### src/design/fss_pkg.sv
package fss_pkg;

    localparam int TERM_MAX = 16;
    localparam int LEN_W = $clog2(TERM_MAX + 1);
    localparam int IDX_W = $clog2(TERM_MAX);
    localparam int POS_W = 11;
    localparam int RUN_W = 5;
    localparam int SCORE_W = 11;
    localparam int CALC_W = 16;
    localparam int NEEDLE_W = 8 * TERM_MAX;
    localparam int CFG_IDX_W = 2;

    localparam logic [POS_W-1:0] POS_MAX = '1;
    localparam logic [CALC_W-1:0] SCORE_BASE = CALC_W'(1000);
    localparam logic [CALC_W-1:0] PREFIX_BONUS = CALC_W'(250);
    localparam logic [CALC_W-1:0] SUBSTRING_BONUS = CALC_W'(150);

    typedef enum logic [CFG_IDX_W-1:0] {
        CFG_NEEDLE_LOW  = 2'd0,
        CFG_NEEDLE_HIGH = 2'd1,
        CFG_NEEDLE_LEN  = 2'd2
    } cfg_index_t;

    typedef struct packed {
        logic             empty;
        logic             complete;
        logic [POS_W-1:0] first;
        logic [POS_W-1:0] gap;
        logic [POS_W-1:0] length;
        logic [RUN_W-1:0] best;
        logic             prefix;
        logic             substring;
    } fss_final_t;

    function automatic logic [7:0] fss_fold(input logic [7:0] c);
        logic [7:0] r;
        r = c;
        if (c >= 8'h41 && c <= 8'h5A) begin
            r = c + 8'h20;
        end
        return r;
    endfunction

endpackage

### src/design/fuzzy_subsequence_scorer.sv
// Scores candidate strings against a search term of up to 16 bytes.
// The term is loaded through the configuration channel: index 0 holds term
// bytes 0 to 7, index 1 holds bytes 8 to 15, and index 2 holds the length.
// Length is cfg_data[4:0]; 17 to 31 act as 16. The channel is always ready.
// Candidate characters arrive on the s_ channel, one per transfer, with
// s_last_symbol marking the final character of a string. Each string yields
// exactly one transfer on the m_ channel, carrying m_matched and m_score.
// Comparison is ASCII case-insensitive on both sides.
// The block takes one character every cycle while the receiver keeps up.
// The path has three register stages, input, match state, and result, which
// a string's last character passes through in turn. When the receiver stalls,
// the stages fill in turn and s_ready drops only once all three are occupied;
// no transfer is ever lost or repeated. Reset clears all string state and
// sets the configuration registers to an empty term, for which every string
// matches with a score of zero. Configuration is meant to be written only
// while no result is pending.
module fuzzy_subsequence_scorer
    import fss_pkg::*;
(
    input  logic                 aclk,
    input  logic                 aresetn,
    input  logic                 cfg_valid,
    output logic                 cfg_ready,
    input  logic [CFG_IDX_W-1:0] cfg_index,
    input  logic [63:0]          cfg_data,
    input  logic                 s_valid,
    output logic                 s_ready,
    input  logic [7:0]           s_symbol,
    input  logic                 s_last_symbol,
    output logic                 m_valid,
    input  logic                 m_ready,
    output logic                 m_matched,
    output logic [SCORE_W-1:0]   m_score
);

    logic [63:0]      needle_low_reg;
    logic [63:0]      needle_high_reg;
    logic [4:0]       needle_len_reg;
    logic [LEN_W-1:0] term_len;
    logic             fin_valid;
    logic             fin_ready;
    fss_final_t       fin;

    assign cfg_ready = 1'b1;

    always_ff @(posedge aclk) begin
        if (!aresetn) begin
            needle_low_reg  <= '0;
            needle_high_reg <= '0;
            needle_len_reg  <= '0;
        end else if (cfg_valid && cfg_ready) begin
            case (cfg_index)
                CFG_NEEDLE_LOW:  needle_low_reg  <= cfg_data;
                CFG_NEEDLE_HIGH: needle_high_reg <= cfg_data;
                CFG_NEEDLE_LEN:  needle_len_reg  <= cfg_data[4:0];
                default: begin
                end
            endcase
        end
    end

    assign term_len = (needle_len_reg > 5'(TERM_MAX)) ? LEN_W'(TERM_MAX)
                                                       : LEN_W'(needle_len_reg);

    fss_match u_match (
        .aclk          (aclk),
        .aresetn       (aresetn),
        .s_valid       (s_valid),
        .s_ready       (s_ready),
        .s_symbol      (s_symbol),
        .s_last_symbol (s_last_symbol),
        .needle        ({needle_high_reg, needle_low_reg}),
        .term_len      (term_len),
        .fin_valid     (fin_valid),
        .fin_ready     (fin_ready),
        .fin           (fin)
    );

    fss_score u_score (
        .aclk      (aclk),
        .aresetn   (aresetn),
        .fin_valid (fin_valid),
        .fin_ready (fin_ready),
        .fin       (fin),
        .m_valid   (m_valid),
        .m_ready   (m_ready),
        .m_matched (m_matched),
        .m_score   (m_score)
    );

endmodule

### src/design/fss_match.sv
module fss_match
    import fss_pkg::*;
(
    input  logic                aclk,
    input  logic                aresetn,
    input  logic                s_valid,
    output logic                s_ready,
    input  logic [7:0]          s_symbol,
    input  logic                s_last_symbol,
    input  logic [NEEDLE_W-1:0] needle,
    input  logic [LEN_W-1:0]    term_len,
    output logic                fin_valid,
    input  logic                fin_ready,
    output fss_final_t          fin
);

    logic             in_valid_reg;
    logic [7:0]       sym_reg;
    logic             last_reg;
    logic             advance;

    logic [POS_W-1:0]    pos_reg, pos_next;
    logic [LEN_W-1:0]    idx_reg, idx_next;
    logic [POS_W-1:0]    first_reg, first_next;
    logic [POS_W-1:0]    prev_reg, prev_next;
    logic                any_reg, any_next;
    logic [POS_W-1:0]    gap_reg, gap_next;
    logic [RUN_W-1:0]    run_reg, run_next;
    logic [RUN_W-1:0]    best_reg, best_next;
    logic                prefix_reg, prefix_next;
    logic [TERM_MAX-1:0] vec_reg, vec_next;
    logic                seen_reg, seen_next;

    logic                fin_valid_reg;
    fss_final_t          fin_reg, fin_next;

    logic [7:0]          c;
    logic [TERM_MAX-1:0] eq;
    logic                hit;
    logic                contiguous;
    logic [POS_W-1:0]    gap_step;
    logic [POS_W:0]      gap_sum;
    logic [LEN_W-1:0]    len_m1;

    assign advance = in_valid_reg && (!fin_valid_reg || fin_ready);
    assign s_ready = !in_valid_reg || advance;

    always_ff @(posedge aclk) begin
        if (!aresetn) begin
            in_valid_reg <= 1'b0;
        end else if (s_ready) begin
            in_valid_reg <= s_valid;
        end
        if (s_valid && s_ready) begin
            sym_reg  <= s_symbol;
            last_reg <= s_last_symbol;
        end
    end

    always_comb begin
        c = fss_fold(sym_reg);
        for (int j = 0; j < TERM_MAX; j++) begin
            eq[j] = (LEN_W'(j) < term_len) && (fss_fold(needle[8*j +: 8]) == c);
        end

        pos_next    = pos_reg;
        idx_next    = idx_reg;
        first_next  = first_reg;
        prev_next   = prev_reg;
        any_next    = any_reg;
        gap_next    = gap_reg;
        run_next    = run_reg;
        best_next   = best_reg;
        prefix_next = prefix_reg;
        vec_next    = vec_reg;
        seen_next   = seen_reg;

        hit = (idx_reg < term_len) && eq[idx_reg[IDX_W-1:0]];
        contiguous = ({1'b0, pos_reg} == {1'b0, prev_reg} + 12'd1) || (pos_reg == prev_reg);
        gap_step = (pos_reg > prev_reg) ? (pos_reg - prev_reg - 11'd1) : '0;
        gap_sum = {1'b0, gap_reg} + {1'b0, gap_step};
        len_m1 = term_len - LEN_W'(1);

        if (hit) begin
            if (!any_reg) begin
                first_next = pos_reg;
                run_next   = RUN_W'(1);
            end else if (contiguous) begin
                run_next = run_reg + RUN_W'(1);
            end else begin
                gap_next = (gap_sum > {1'b0, POS_MAX}) ? POS_MAX : gap_sum[POS_W-1:0];
                run_next = RUN_W'(1);
            end
            if (run_next > best_reg) begin
                best_next = run_next;
            end
            prev_next = pos_reg;
            any_next  = 1'b1;
            idx_next  = idx_reg + LEN_W'(1);
        end

        if ((pos_reg < POS_W'(term_len)) && !eq[pos_reg[IDX_W-1:0]]) begin
            prefix_next = 1'b0;
        end

        if (term_len != '0) begin
            vec_next = {vec_reg[TERM_MAX-2:0], 1'b1} & eq;
            if (vec_next[len_m1[IDX_W-1:0]]) begin
                seen_next = 1'b1;
            end
        end

        if (pos_reg < POS_MAX) begin
            pos_next = pos_reg + POS_W'(1);
        end

        fin_next.empty     = (term_len == '0);
        fin_next.complete  = (idx_next == term_len);
        fin_next.first     = first_next;
        fin_next.gap       = gap_next;
        fin_next.length    = pos_next;
        fin_next.best      = best_next;
        fin_next.prefix    = prefix_next;
        fin_next.substring = seen_next;
    end

    always_ff @(posedge aclk) begin
        if (!aresetn || (advance && last_reg)) begin
            pos_reg    <= '0;
            idx_reg    <= '0;
            first_reg  <= '0;
            prev_reg   <= '0;
            any_reg    <= 1'b0;
            gap_reg    <= '0;
            run_reg    <= '0;
            best_reg   <= '0;
            prefix_reg <= 1'b1;
            vec_reg    <= '0;
            seen_reg   <= 1'b0;
        end else if (advance) begin
            pos_reg    <= pos_next;
            idx_reg    <= idx_next;
            first_reg  <= first_next;
            prev_reg   <= prev_next;
            any_reg    <= any_next;
            gap_reg    <= gap_next;
            run_reg    <= run_next;
            best_reg   <= best_next;
            prefix_reg <= prefix_next;
            vec_reg    <= vec_next;
            seen_reg   <= seen_next;
        end
    end

    always_ff @(posedge aclk) begin
        if (!aresetn) begin
            fin_valid_reg <= 1'b0;
        end else if (!fin_valid_reg || fin_ready) begin
            fin_valid_reg <= advance && last_reg;
        end
        if (advance && last_reg) begin
            fin_reg <= fin_next;
        end
    end

    assign fin_valid = fin_valid_reg;
    assign fin       = fin_reg;

endmodule

### src/design/fss_score.sv
module fss_score
    import fss_pkg::*;
(
    input  logic               aclk,
    input  logic               aresetn,
    input  logic               fin_valid,
    output logic               fin_ready,
    input  fss_final_t         fin,
    output logic               m_valid,
    input  logic               m_ready,
    output logic               m_matched,
    output logic [SCORE_W-1:0] m_score
);

    logic               m_valid_reg;
    logic               matched_reg, matched_next;
    logic [SCORE_W-1:0] score_reg, score_next;
    logic [CALC_W-1:0]  gain;
    logic [CALC_W-1:0]  loss;
    logic [CALC_W-1:0]  diff;

    assign fin_ready = !m_valid_reg || m_ready;

    always_comb begin
        gain = SCORE_BASE
             + (fin.prefix ? PREFIX_BONUS : '0)
             + (fin.substring ? SUBSTRING_BONUS : '0)
             + {{(CALC_W-RUN_W-3){1'b0}}, fin.best, 3'b000}
             + {{(CALC_W-RUN_W-2){1'b0}}, fin.best, 2'b00};
        loss = {{(CALC_W-POS_W-3){1'b0}}, fin.first, 3'b000}
             + {{(CALC_W-POS_W-1){1'b0}}, fin.gap, 1'b0}
             + {{(CALC_W-POS_W){1'b0}}, fin.gap}
             + {{(CALC_W-POS_W){1'b0}}, fin.length};
        diff = gain - loss;

        matched_next = 1'b0;
        score_next   = '0;
        if (fin.empty) begin
            matched_next = 1'b1;
        end else if (fin.complete && (gain >= loss)) begin
            matched_next = 1'b1;
            score_next   = diff[SCORE_W-1:0];
        end
    end

    always_ff @(posedge aclk) begin
        if (!aresetn) begin
            m_valid_reg <= 1'b0;
        end else if (fin_ready) begin
            m_valid_reg <= fin_valid;
        end
        if (fin_valid && fin_ready) begin
            matched_reg <= matched_next;
            score_reg   <= score_next;
        end
    end

    assign m_valid   = m_valid_reg;
    assign m_matched = matched_reg;
    assign m_score   = score_reg;

endmodule
### config.mk
export PLATFORM = sky130hd
export DESIGN_NAME = fuzzy_subsequence_scorer
export DESIGN_NICKNAME = d
export VERILOG_FILES = /design/src/design/fss_pkg.sv /design/src/design/fuzzy_subsequence_scorer.sv /design/src/design/fss_match.sv /design/src/design/fss_score.sv
export SDC_FILE = /design/constraint.sdc
export NUM_CORES = 1
export LEC_CHECK = 0
export ABC_AREA = 0
export BUFFER_PORTS_ARGS = -buffer_cell sky130_fd_sc_hd__buf_2
export CORE_MARGIN = 5
export CORE_UTILIZATION = 46
export CTS_CLUSTER_SIZE = 30
export DETAILED_ROUTE_END_ITERATION = 7
export SYNTH_ARGS = -nofsm -noshare
export SYNTH_HDL_FRONTEND = slang
export SYNTH_SLANG_ARGS = --single-unit
### constraint.sdc
create_clock -name aclk -period 6.65 [get_ports aclk]
set_input_delay 1.33 -clock aclk [delete_from_list [all_inputs] [get_ports aclk]]
set_output_delay 1.33 -clock aclk [all_outputs]
set_load 0.05 [all_outputs]
; ---- After elaboration in Yosys (flattened, before gate mapping)
; Index checks and enable logic that the tools add are counted.
[word_totals]
register_bits = 276
output_inout_bits = 15
word_cells = 249
[op_classes]
bitwise_logic = 2
addsub = 33
n_mux = 44
n_reduce_logical = 59
eq_ne = 21
order_cmp = 61
[op_table]
columns = op, count
row1 = $mux W8, 19
row2 = $add A8 B6 Y8 const B, 17
row3 = $ge A8 B7 Y1 const B, 17
row4 = $le A8 B7 Y1 const B, 17
row5 = $eq A8 B8 Y1, 16
row6 = $mux W11, 8
row7 = $logic_and A1 B1 Y1, 40
row8 = $lt A4 B5 Y1 const A, 8
row9 = $mux W5, 7
row10 = $add A16 B11 Y16, 2
row11 = $sub A11 B11 Y11, 2
row12 = $lt A3 B5 Y1 const A, 4
row13 = $add A10 B16 Y16 const A, 1
row14 = $add A16 B16 Y16, 1
row15 = $add A16 B7 Y16, 1
row16 = $add A16 B8 Y16, 1
row17 = $and A16 B16 Y16, 1
row18 = $ge A16 B16 Y1, 1
row19 = $add A14 B12 Y15, 1
row20 = $lt A4 B5 Y1 const B, 3
row21 = $add A11 B1 Y12 const B, 1
row22 = $add A11 B11 Y12, 1
row23 = $bmux W1 S4, 3
row24 = $eq A11 B12 Y1, 1
row25 = other kinds (26), 47

; ---- Longest topological paths before layout
; Gate-level depths: netlist (run 1).
[logic_depth]
ltp_word = 12
depth_mapped = 28
ltp_nobuf = 27

; ---- Modules after synthesis
; A second synthesis (run 1) with hierarchy kept.
[unflattened]
hier_cells = 2033
area_unflattened_um2 = 18131.1
[modules_own_cells]
columns = module, seq_area_each_um2, n_inst, area_per_inst_um2, cells_per_inst
row1 = fss_match, 3113.0, 1, 10503.8, 1239
row2 = fuzzy_subsequence_scorer, 2662.6, 1, 5056.1, 509
row3 = fss_score, 380.4, 1, 2571.2, 285

; ---- Least setup slack after synthesis (run 1)
; OpenSTA, ideal clock, no wires.
[synth_timing]
path_kind = reg2reg
from = reg u_match.prev_reg[4]
to = reg u_match.fin_reg (netlist bit u_match.fin[25]), data pin
t_required_ns = 6.380
setup_time_ns = 0.270
path_stages_with_launch = 28
arrival_ns = 4.475
setup_slack_ns = 1.905
path_cell_list = dfxtp_1 > inv_1 > ha_1 > a21o_1 > a21oi_1 > nor2_1 > nor2_1 > o21ai_0 > a21o_1 > a21o_1 > a21oi_1 > nor2b_1 > o21bai_1 > clkbuf_1 > nor2_1 > ha_1 > a21o_1 > a21oi_1 > o21ai_0 > a21oi_1 > o21ai_0 > a31oi_1 > nor2b_1 > o21a_1 > or2_2 > buf_1 > nor2_1 > a21oi_1
[synth_rtl]
columns = element, line
row1 = from (decl), fss_match.sv:25  ; logic [POS_W-1:0] prev_reg, prev_next;
row2 = from (signal assigned), fss_match.sv:144  ; prev_reg <= prev_next;
row3 = to (signal assigned), fss_match.sv:162  ; fin_reg <= fin_next;
row4 = to (decl), fss_match.sv:35  ; fss_final_t fin_reg, fin_next;

==> run summary, run 1 <==
Worst hold margin = 0.477 ns
Count of antenna-violating nets left after detailed routing = 0
Mean routed wirelength per cell = 17.2 um
Number of hold violations in the final report = 0
Horizontal die dimension = 206 um
Switching portion of total power = 28.4%
Sort of element at the end of the critical path = register
Number of hold-repair buffers added at the cts stage = 0
Core utilization of the finished layout = 51.9%
Final worst-path setup slack = 1.22 ns
Slowest cell on the critical path = sky130_fd_sc_hd__o21bai_1
Cell-by-cell listing of the critical path = ha_1, a21o_1, a21oi_1, nor2_1, nor2_1, o21ai_0, a21o_1, a21o_1, a21oi_1, nor2b_1, o21bai_1, nor2_1, ha_1, a21o_1, a21oi_1, o21ai_0, a21oi_1, o21ai_0, a31oi_1, nor2b_1, o21a_1, or2_2, nor2_1, a21oi_1
Final count of negative-setup-slack endpoints = 0
Post-synth net total = 2,296
Final-stage net count = 2,350
Unrepaired setup endpoints after global routing = false
Peak ir drop on the vdd network = 0.181 mV
Data required time of the critical path = 6.96 ns
Status = completed
Die H = 206 um
Relative max-transition margin = 25.6%
Number of flops mapped to enable cells by yosys = 63
Sw power = 1200 uW
Share of synthesized area occupied by flip-flops and latches = 34.8%
Portion of the clock cycle consumed by the worst path in the final layout = 81.7%
Maximum number of pins on one net before global-route repair = 89
Sequential Power Share = 42.6%
Number of gates resized after cts = 0
Initial cell density of the core = 46.8%
Via count of the first global-routing pass = 14,300
Clock Latency Late Sink = 0.59 ns
Via count = 14,500
FFs w/ async S/R, synth = 0%
CTS Root Cell = sky130_fd_sc_hd__clkbuf_16
Mean instance size in the synthesized netlist = 8.46 um2
Total of flip-flops plus latches after synthesis = 276
Max incr delay on CP = 0.61 ns
Aggregate routed wire length = 46,200 um
Most common cell after layout, fill and taps aside = sky130_fd_sc_hd__nand2_1
Area of the core = 37,800 um2
I/O Pins = 95
Num Clock Sinks = 276
Remaining global-route overflow = 0
DRC violation count after routing = 0
Total number of yosys warnings = 0
Clock period minus worst slack = 5.43 ns
Detailed placer's ending HPWL = 33,600 um
CTS tree = done
Highest clock rate = 0.184 GHz
Number of antenna violations at the first check in global routing = 0
Netlist area before placement = 17,700 um2
Critical path's most frequent cell = sky130_fd_sc_hd__a21oi_1
Clock skew = 0.0239 ns
Number of distinct library cell variants in the gate-level netlist after synthesis = 70
Maximum buffer depth of the clock tree = 3
Most used DFF post-synth = sky130_fd_sc_hd__dfxtp_1
Port buffer count = 93
Standard-cell rows = 71
Post-route setup TNS = 0 ns
Overall Global Routing Usage = 21.6%
Part of the power in the clock network = 39.6%
Critical path arrival = 5.74 ns
Part of the power in combinational logic = 17.8%
Sort of element at the start of the critical path = register
Detailed-routing iteration count for the pre-antenna-repair pass = 5
Wire length of the first global-routing pass = 74,200 um
HP Class = reg2reg
PD cells = 216 nW/um2
Drt first-iter violations = 665
Worst Setup Slack post-DPL = 1.28 ns
Transition time at the pin with the least slew margin = 1.11 ns
Register clock-pin slew on the reported worst setup and hold paths = 0.06 ns
Synthesis-to-layout area growth = 10.9%
Cell-internal power = 3040 uW
Number of H-tree levels = 1
Final slew viol count = 0
Type of the setup path with the least slack = reg2reg
Max-cap violation count = 0
Leak pwr = 0.00753 uW
Post-CTS Setup Repair Bufs = 0
Die outline area = 42,400 um2
Antenna diode count = 0
Post-Syn Instances = 2,088
CP Max Fanout = 18
Number of buffers added by the clock tree synthesis step = 31
Mean number of vias per cell = 5.42
Most frequent cells in the layout = sky130_fd_sc_hd__nand2_1 (341), sky130_fd_sc_hd__dfxtp_1 (213), sky130_fd_sc_hd__nor2_1 (172), sky130_fd_sc_hd__a21boi_0 (146), sky130_fd_sc_hd__inv_1 (132)
Share of final-layout standard cells stronger than drive strength 1 = 10.6%
Fill count = 3,607
Final Wtd Congestion = 0.894
-- per-layer routing --
| metal | GRT usage (%) | up-vias | wire length [um] |
|---|---|---|---|
| li1 | - | 7233 | - |
| met1 | 26.7 | 6912 | 20100 |
| met2 | 38.4 | 278 | 22600 |
| met3 | 2.84 | 94 | 1650 |
| met4 | 7.91 | 0 | 1760 |
| met5 | 0 | - | 0 |
-- power groups by stage --
stage	clock, uW	sequential [uW]	combinational, uW
after floorplan	0	1830	567
after global placement	0	1840	739
after detailed placement	0	1840	758
after CTS	1710	1800	762
after global routing	1790	1810	848
final	1680	1800	756
-- critical path: cells and delay by family (launching register included) --
family,cells,cell delay (ns)
fa+ha+maj,2,0.62
simple gates,7,0.93
flops,1,0.52
compound gates,15,3.09
-- Yosys cell counts, drive strengths merged (18+ instances only) --
cell,number,area (um2)
nand2,342,1280
dfxtp,213,4260
nor2,173,652
a21boi,146,1100
inv,132,495
ha,106,1330
xnor2,104,911
a21oi,100,504
xor2,95,832
clkbuf,76,285
edfxtp,63,1890
nor3,58,300
o21ai,44,220
mux2i,43,430
nor4,35,272
nand3,33,165
buf,32,193
a31oi,24,150
fa,22,440
nor2b,22,138
mux2,18,203
nand4,18,113
-- cell type report --
cell class | count | area, um2 | area share [%]
flip-flops and latches | 276 | 6160 | 31.4
well taps | 511 | 639 | 3.26
clock inverters | 16 | 115 | 0.588
multi-input cells | 1571 | 10600 | 53.9
inverters | 133 | 499 | 2.55
clock buffers | 42 | 887 | 4.53
repair buffers | 129 | 736 | 3.76
-- through the flow --
| stage | power [uW] | std cells | area [um2] |
|---|---|---|---|
| after floorplan | 2400 | 2088 | 17700 |
| after global placement | 2580 | 2620 | 18600 |
| after detailed placement | 2600 | 2620 | 18600 |
| after CTS | 4280 | 2678 | 19600 |
| after global routing | 4450 | 2678 | 19600 |
| final | 4240 | 2678 | 19600 |
-- path summary, 6_finish.rpt --
kind	from	to	slack (ns)	cells past startpoint
setup / recovery	u_match.pos_reg[3]$_SDFFE_PP0P_	u_match.fin[20]$_DFFE_PP_	1.22	24
hold / removal	u_match.prefix_reg$_SDFFE_PP1P_	u_match.prefix_reg$_SDFFE_PP1P_	0.48	1
setup reg to reg	u_match.pos_reg[3]$_SDFFE_PP0P_	u_match.fin[20]$_DFFE_PP_	1.22	24
hold reg to reg	u_match.prefix_reg$_SDFFE_PP1P_	u_match.prefix_reg$_SDFFE_PP1P_	0.48	1
-- kinds of logic after synthesis --
logic type                 Yosys count  synth area share, %
DFF                                276                 34.8
AOI/OAI and AO/OA                  427                 16.4
adders and majority gates          128                 10.0
other                                1               0.0212
xor gates and xnor gates           199                 9.86
buffers and inverters              241                 5.53
and+or+nand+nor                    751                 19.2
muxes                               65                 4.09
(Power assumes the default switching activity.)
==> inputs of run 2 (changes only) <==
- clock period: 6.65 -> 5.7 ns (I/O delays scaled with it)
==> run 2 against run 1 <==
Effect of this change:
- total power is 21% higher
- sequential power is 17% higher
- flip-flop and latch count stayed put
- global-route usage is 0.14 points higher
- non-clock buffer count is 13 higher
- count of clock-buffer cells in the layout is 12 higher
- wire length is 0.41% lower
- clock skew is 0.0049 ns higher
==> run summary, run 2 (synthesized netlist as in run 1, its figures left out) <==
Die H = 206 um (unchanged)
Number of buffers added by the clock tree synthesis step = 35 (+13%)
I/O Pins = 95 (unchanged)
Max incr delay on CP = 0.68 ns (+0.07 ns)
Detailed placer's ending HPWL = 33,800 um (+0.48%)
Source of the worst register-to-register timing path = u_match.pos_reg[1]$_SDFFE_PP0P_
Maximum number of pins on one net before global-route repair = 122 (+37%)
Share of final-layout standard cells stronger than drive strength 1 = 11.1% (+0.51 points)
Number of hold violations in the final report = 0 (unchanged)
Part of the power in combinational logic = 17.6% (-0.2 points)
Hold Path Origin = u_match.prefix_reg$_SDFFE_PP1P_
Maximum buffer depth of the clock tree = 3 (unchanged)
Via count of the first global-routing pass = 14,100 (-1.5%)
Critical path arrival = 5.27 ns (-0.47 ns)
DRC violation count after routing = 0 (unchanged)
HP Class = reg2reg
Leak pwr = 0.00763 uW (+1.3%)
Sw power = 1450 uW (+20%)
Initial cell density of the core = 46.8% (unchanged)
Area of the core = 37,800 um2 (unchanged)
Wire length of the first global-routing pass = 74,000 um (-0.36%)
Die outline area = 42,400 um2 (unchanged)
Synthesis-to-layout area growth = 12.0%
Num Clock Sinks = 276 (unchanged)
PD cells = 259 nW/um2 (+20%)
Critical path's most frequent cell = sky130_fd_sc_hd__a21oi_1
Slowest cell on the critical path = sky130_fd_sc_hd__dfxtp_1
Detailed-routing iteration count for the pre-antenna-repair pass = 5 (unchanged)
Aggregate routed wire length = 46,000 um (-0.41%)
Antenna diode count = 0 (unchanged)
Post-DP Area = 18,700 um2 (+0.53%)
Overall Global Routing Usage = 21.7% (+0.14 points)
Sort of element at the start of the critical path = register
Post-route setup TNS = 0 ns (unchanged)
Mean number of vias per cell = 5.34 (-1.5%)
Post-CTS Setup Repair Bufs = 0 (unchanged)
Setup crit start = u_match.pos_reg[1]$_SDFFE_PP0P_
CP Max Fanout = 14 (-4)
Fill count = 3,616 (+0.25%)
Final slew viol count = 0 (unchanged)
Standard-cell rows = 71 (unchanged)
Highest clock rate = 0.200 GHz (+8.8%)
Switching portion of total power = 28.2% (-0.11 points)
Peak ir drop on the vdd network = 0.207 mV (+14%)
CTS Root Cell = sky130_fd_sc_hd__clkbuf_16
Sort of element at the end of the critical path = register
Portion of the clock cycle consumed by the worst path in the final layout = 87.6% (+5.9 points)
Number of antenna violations at the first check in global routing = 0 (unchanged)
CTS tree = done
Port buffer count = 93 (unchanged)
Number of hold-repair buffers added at the cts stage = 0 (unchanged)
Status = completed
Cell-internal power = 3670 uW (+21%)
Transition time at the pin with the least slew margin = 1.05 ns (-0.0536 ns)
Number of gates resized after cts = 0 (unchanged)
Most common cell after layout, fill and taps aside = sky130_fd_sc_hd__nand2_1
Drt first-iter violations = 723 (+8.7%)
Remaining global-route overflow = 0 (unchanged)
Sequential Power Share = 41.1% (-1.5 points)
Via count = 14,400 (-0.88%)
Most frequent cells in the layout = sky130_fd_sc_hd__nand2_1 (341), sky130_fd_sc_hd__dfxtp_1 (213), sky130_fd_sc_hd__nor2_1 (172), sky130_fd_sc_hd__a21boi_0 (146), sky130_fd_sc_hd__inv_1 (132)
Part of the power in the clock network = 41.3% (+1.7 points)
Final count of negative-setup-slack endpoints = 0 (unchanged)
Data required time of the critical path = 5.98 ns (-0.98 ns)
Unrepaired setup endpoints after global routing = false
Cell-by-cell listing of the critical path = ha_1, a21o_1, a21oi_1, o21ai_0, a21o_1, a21o_1, a21oi_1, nor2b_1, o21bai_1, buf_4, nor2_1, ha_1, a21o_1, a21oi_1, o21ai_0, a21oi_1, o21ai_0, a31oi_1, nor2b_1, o21a_1, or2_2, nor2_1, a21oi_1
Clock Latency Late Sink = 0.55 ns (-0.04 ns)
Horizontal die dimension = 206 um (unchanged)
Final-stage net count = 2,367 (+0.72%)
Post-route cell area = 19,800 um2 (+0.98%)
Max-cap violation count = 0 (unchanged)
Clock skew = 0.0288 ns (+0.00486 ns)
Final Wtd Congestion = 0.906 (+1.3%)
Type of the setup path with the least slack = reg2reg
Relative max-transition margin = 29.9% (+4.3 points)
Multi-input combinational cell area = 10,600 um2 (unchanged)
Register area = 6160 um2 (unchanged)
Register clock-pin slew on the reported worst setup and hold paths = 0.06 ns (about the same)
Mean routed wirelength per cell = 17.1 um (-1.0%)
Number of H-tree levels = 2 (+1)
Count of antenna-violating nets left after detailed routing = 0 (unchanged)
Clock period minus worst slack = 4.99 ns (-0.439 ns)
## run 2: cell types whose count changed in the layout (fill, tap and decap cells not counted), sizes merged
| cell | before | now |
|---|---|---|
| buf | 129 | 142 |
| clkbuf | 42 | 54 |
| clkinv | 15 | 6 |
| bufinv | 1 | 0 |
| clkinvlp | 0 | 1 |
| inv | 133 | 134 |
## run 2: power by group through the flow
stage	clock [uW]	sequential (uW)	combinational (uW)
final	2110	2110	899
after global routing	2240	2110	1010
after CTS	2170	2110	909
after detailed placement	0	2150	905
after global placement	0	2150	889
after floorplan	0	2130	662
## run 2: final timing paths
| path | slack [ns] | cells past startpoint | end |
|---|---|---|---|
| worst max-delay path | 0.71 | 23 | u_match.fin[18]$_DFFE_PP_ |
| worst min register to register | 0.45 | 1 | u_match.prefix_reg$_SDFFE_PP1P_ |
| worst max register to register | 0.71 | 23 | u_match.fin[18]$_DFFE_PP_ |
| worst min-delay path | 0.45 | 1 | u_match.prefix_reg$_SDFFE_PP1P_ |
## run 2: through the flow
stage / util, % / hold slack, ns / instances / total power [uW] / setup slack (ns)
after floorplan: - / 0.427 / 2088 / 2790 / 0.955
after global placement: 49.5 / 0.438 / 2633 / 3030 / 0.856
after detailed placement: 49.5 / 0.442 / 2633 / 3050 / 0.781
after CTS: 52.4 / 0.455 / 2695 / 5180 / 0.753
after global routing: 52.4 / 0.493 / 2695 / 5360 / 0.216
final: 52.4 / 0.455 / 2695 / 5120 / 0.709
## run 2: layout make-up
| class | instances | share of cell area, % |
|---|---|---|
| clock inverters | 8 | 0.291 |
| clock buffers | 54 | 5.25 |
| flip-flops and latches | 276 | 31.1 |
| repair buffers | 142 | 4.21 |
| well taps | 511 | 3.23 |
| inverters | 133 | 2.52 |
| multi-input cells | 1571 | 53.4 |
## run 2: critical path, delay by kind of cell (launching register included)
family / cells / cell delay [ns]
compound gates: 15 / 2.50
simple gates: 5 / 0.72
flops: 1 / 0.68
buf+inv: 1 / 0.19
fa+ha+maj: 2 / 0.65
## run 2: routing by layer
metal	GRT usage, %	routed length, um
met4	9.22	1810
met1	25.7	19400
met5	0	0
met2	39.5	23200
met3	2.89	1560
==> inputs of run 3 (changes only) <==
- PLACE_DENSITY: unset -> 0.64
==> run 3 against run 2 <==
Effect of this change:
- sequential power barely moved
- clock power rose by 7%
- count of clock-buffer cells in the layout is 6 lower
- non-clock buffer count decreased by 2
- via count up 1.6%
- first-iteration DRC count grew 7.2%
- total power increased by 2.4%
- design area rose by 0.35%
- global-route usage decreased by 0.66 points
- clock skew decreased by 0.0085 ns
- die area unchanged
- critical path depth is 2 higher
==> run summary, run 3 (synthesized netlist as in run 1, its figures left out) <==
Maximum number of pins on one net before global-route repair = 135 (+11%)
Clock Latency Late Sink = 0.52 ns (-0.03 ns)
Clock skew = 0.0203 ns (-0.00853 ns)
Register clock-pin slew on the reported worst setup and hold paths = 0.06 ns (about the same)
Via count = 14,600 (+1.6%)
Overall Global Routing Usage = 21.1% (-0.66 points)
Post-CTS Setup Repair Bufs = 0 (unchanged)
Area of the core = 37,800 um2 (unchanged)
Worst Hold Path EP = u_match.prefix_reg$_SDFFE_PP1P_
Share of final-layout standard cells stronger than drive strength 1 = 11.2% (+0.15 points)
Portion of the clock cycle consumed by the worst path in the final layout = 91.8% (+4.2 points)
CTS Root Cell = sky130_fd_sc_hd__clkbuf_16
Post-route setup TNS = 0 ns (unchanged)
Data required time of the critical path = 5.94 ns (-0.04 ns)
Die outline area = 42,400 um2 (unchanged)
Mean routed wirelength per cell = 16.6 um (-2.6%)
Unrepaired setup endpoints after global routing = false
Core utilization of the finished layout = 52.6% (+0.18 points)
DRC violation count after routing = 0 (unchanged)
Wire length of the first global-routing pass = 73,300 um (-0.92%)
Detailed placer's ending HPWL = 32,400 um (-4.1%)
Via count of the first global-routing pass = 14,600 (+3.5%)
Number of hold-repair buffers added at the cts stage = 0 (unchanged)
Slowest cell on the critical path = sky130_fd_sc_hd__dfxtp_1
Max-cap violation count = 0 (unchanged)
Highest clock rate = 0.191 GHz (-4.6%)
GR Util met1 = 25.4% (-0.23 points)
Most frequent cells in the layout = sky130_fd_sc_hd__nand2_1 (341), sky130_fd_sc_hd__dfxtp_1 (213), sky130_fd_sc_hd__nor2_1 (172), sky130_fd_sc_hd__a21boi_0 (146), sky130_fd_sc_hd__inv_1 (132)
Antenna diode count = 0 (unchanged)
Standard-cell rows = 71 (unchanged)
Detailed-routing iteration count for the pre-antenna-repair pass = 5 (unchanged)
Type of the setup path with the least slack = reg2reg
Most common cell after layout, fill and taps aside = sky130_fd_sc_hd__nand2_1
Port buffer count = 93 (unchanged)
Layer carrying the most global-route usage = met2
Initial cell density of the core = 46.8% (unchanged)
Count of antenna-violating nets left after detailed routing = 0 (unchanged)
Category of cells accounting for the largest share of critical-path delay = compound AO/OA/AOI/OAI gates
Synthesis-to-layout area growth = 12.3%
Source of the worst register-to-register timing path = u_match.pos_reg[4]$_SDFFE_PP0P_
Hold Path Origin = u_match.prefix_reg$_SDFFE_PP1P_
CTS tree = done
Remaining global-route overflow = 0 (unchanged)
Max incr delay on CP = 0.59 ns (-0.09 ns)
Horizontal die dimension = 206 um (unchanged)
Aggregate routed wire length = 44,700 um (-2.7%)
PD cells = 264 nW/um2 (+2.0%)
Transition time at the pin with the least slew margin = 1.18 ns (+0.131 ns)
Buffer and inverter count on the worst path = 1 (unchanged)
Final count of negative-setup-slack endpoints = 0 (unchanged)
Sort of element at the end of the critical path = register
Terminus of the critical flop-to-flop path = u_match.fin[23]$_DFFE_PP_
I/O Pins = 95 (unchanged)
HP Class = reg2reg
Final-stage net count = 2,364 (-0.13%)
Die H = 206 um (unchanged)
Relative max-transition margin = 21.2% (-8.7 points)
Drt first-iter violations = 775 (+7.2%)
Num Clock Sinks = 276 (unchanged)
Internal reg-to-reg setup slack = 0.47 ns (-0.24 ns)
Final Wtd Congestion = 0.890 (-1.8%)
Maximum buffer depth of the clock tree = 3 (unchanged)
Number of buffers added by the clock tree synthesis step = 34 (-2.9%)
Number of H-tree levels = 2 (unchanged)
Number of hold violations in the final report = 0 (unchanged)
Peak ir drop on the vdd network = 0.208 mV (+0.21%)
Number of gates resized after cts = 0 (unchanged)
Sort of element at the start of the critical path = register
Mean number of vias per cell = 5.43 (+1.7%)
Leak pwr = 0.00766 uW (+0.44%)
Clock period minus worst slack = 5.23 ns (+0.240 ns)
Number of antenna violations at the first check in global routing = 0 (unchanged)
Final slew viol count = 0 (unchanged)
Setup crit start = u_match.pos_reg[4]$_SDFFE_PP0P_
GRT met3 Usage = 3.00% (+0.11 points)
Critical path arrival = 5.48 ns (+0.21 ns)
Worst Hold Depth = 1 (unchanged)
Status = completed
Worst R2R Path Depth = 25 (+8.7%)
Critical path's most frequent cell = sky130_fd_sc_hd__a21oi_1
CP Max Fanout = 12 (-2)
Routing usage on met2 = 38.0% (-1.5 points)
Fill count = 3,519 (-2.7%)
==> run 3: how the worst max path moves through the flow <==
stage	endpoint	cells past startpoint	slack [ns]
finish	u_match.fin[23]$_DFFE_PP_	25	0.47
global route	u_match.fin[21]$_DFFE_PP_	25	0.13
CTS	u_match.fin[23]$_DFFE_PP_	25	0.57
detailed placement	u_match.fin[23]$_DFFE_PP_	25	0.60
global placement	u_match.fin[20]$_DFFE_PP_	25	0.79
floorplan	u_match.fin[25]$_DFFE_PP_	27	0.96
==> run 3: area by class of cell <==
type | instances | area (um2) | share of cell area [%]
Tap cell | 511 | 639 | 3.22
Clock inverter | 13 | 173 | 0.870
Clock buffer | 48 | 1000 | 5.06
Sequential cell | 276 | 6160 | 31.0
Timing Repair Buffer | 140 | 821 | 4.13
Inverter | 133 | 499 | 2.51
Multi-Input combinational cell | 1571 | 10600 | 53.2
==> run 3: layer usage <==
layer | share of wire [%] | wire length [um] | vias up
met5 | 0 | 0 | -
met4 | 3.5 | 1580 | 0
met3 | 4.3 | 1910 | 97
met2 | 49 | 22000 | 328
met1 | 43 | 19300 | 6922
li1 | - | - | 7268
==> run 3: power by group <==
part           switching [uW]  leakage [uW]  internal [uW]
sequential               52.3       0.00234           2050
combinational             518       0.00474            367
clock                     844      0.000577           1410
total                    1420       0.00766           3820
==> run 3: worst reg2reg max path, stage by stage (launching register included) <==
cell	delay, ns
sky130_fd_sc_hd__dfxtp_1	0.59
sky130_fd_sc_hd__ha_1	0.37
sky130_fd_sc_hd__a21o_1	0.22
sky130_fd_sc_hd__a21oi_1	0.15
sky130_fd_sc_hd__nor2_1	0.06
sky130_fd_sc_hd__nor2_1	0.10
sky130_fd_sc_hd__o21ai_0	0.11
sky130_fd_sc_hd__a21o_1	0.19
sky130_fd_sc_hd__a21o_1	0.17
sky130_fd_sc_hd__a21oi_1	0.13
sky130_fd_sc_hd__nor2b_1	0.07
sky130_fd_sc_hd__o21bai_1	0.13
sky130_fd_sc_hd__buf_4	0.19
sky130_fd_sc_hd__nor2_1	0.06
sky130_fd_sc_hd__ha_1	0.27
sky130_fd_sc_hd__a21o_1	0.18
sky130_fd_sc_hd__a21oi_1	0.21
sky130_fd_sc_hd__o21ai_0	0.10
sky130_fd_sc_hd__a21oi_1	0.22
sky130_fd_sc_hd__o21ai_0	0.19
sky130_fd_sc_hd__a31oi_1	0.35
sky130_fd_sc_hd__nor2b_1	0.09
sky130_fd_sc_hd__o21a_1	0.18
sky130_fd_sc_hd__or2_2	0.34
sky130_fd_sc_hd__nor2_1	0.19
sky130_fd_sc_hd__a21oi_1	0.09
==> run 3: through the flow <==
stage          area (um2)  worst slack (ns)  hold WS [ns]  std cells  power [uW]
2_1_floorplan       17700             0.955         0.427       2088        2790
3_3_place_gp        18700             0.792         0.439       2631        3000
3_5_place_dp        18700             0.599         0.450       2631        3020
4_1_cts             19900             0.565         0.464       2692        5300
5_1_grt             19900             0.129         0.485       2692        5490
6_report            19900             0.469         0.459       2692        5240
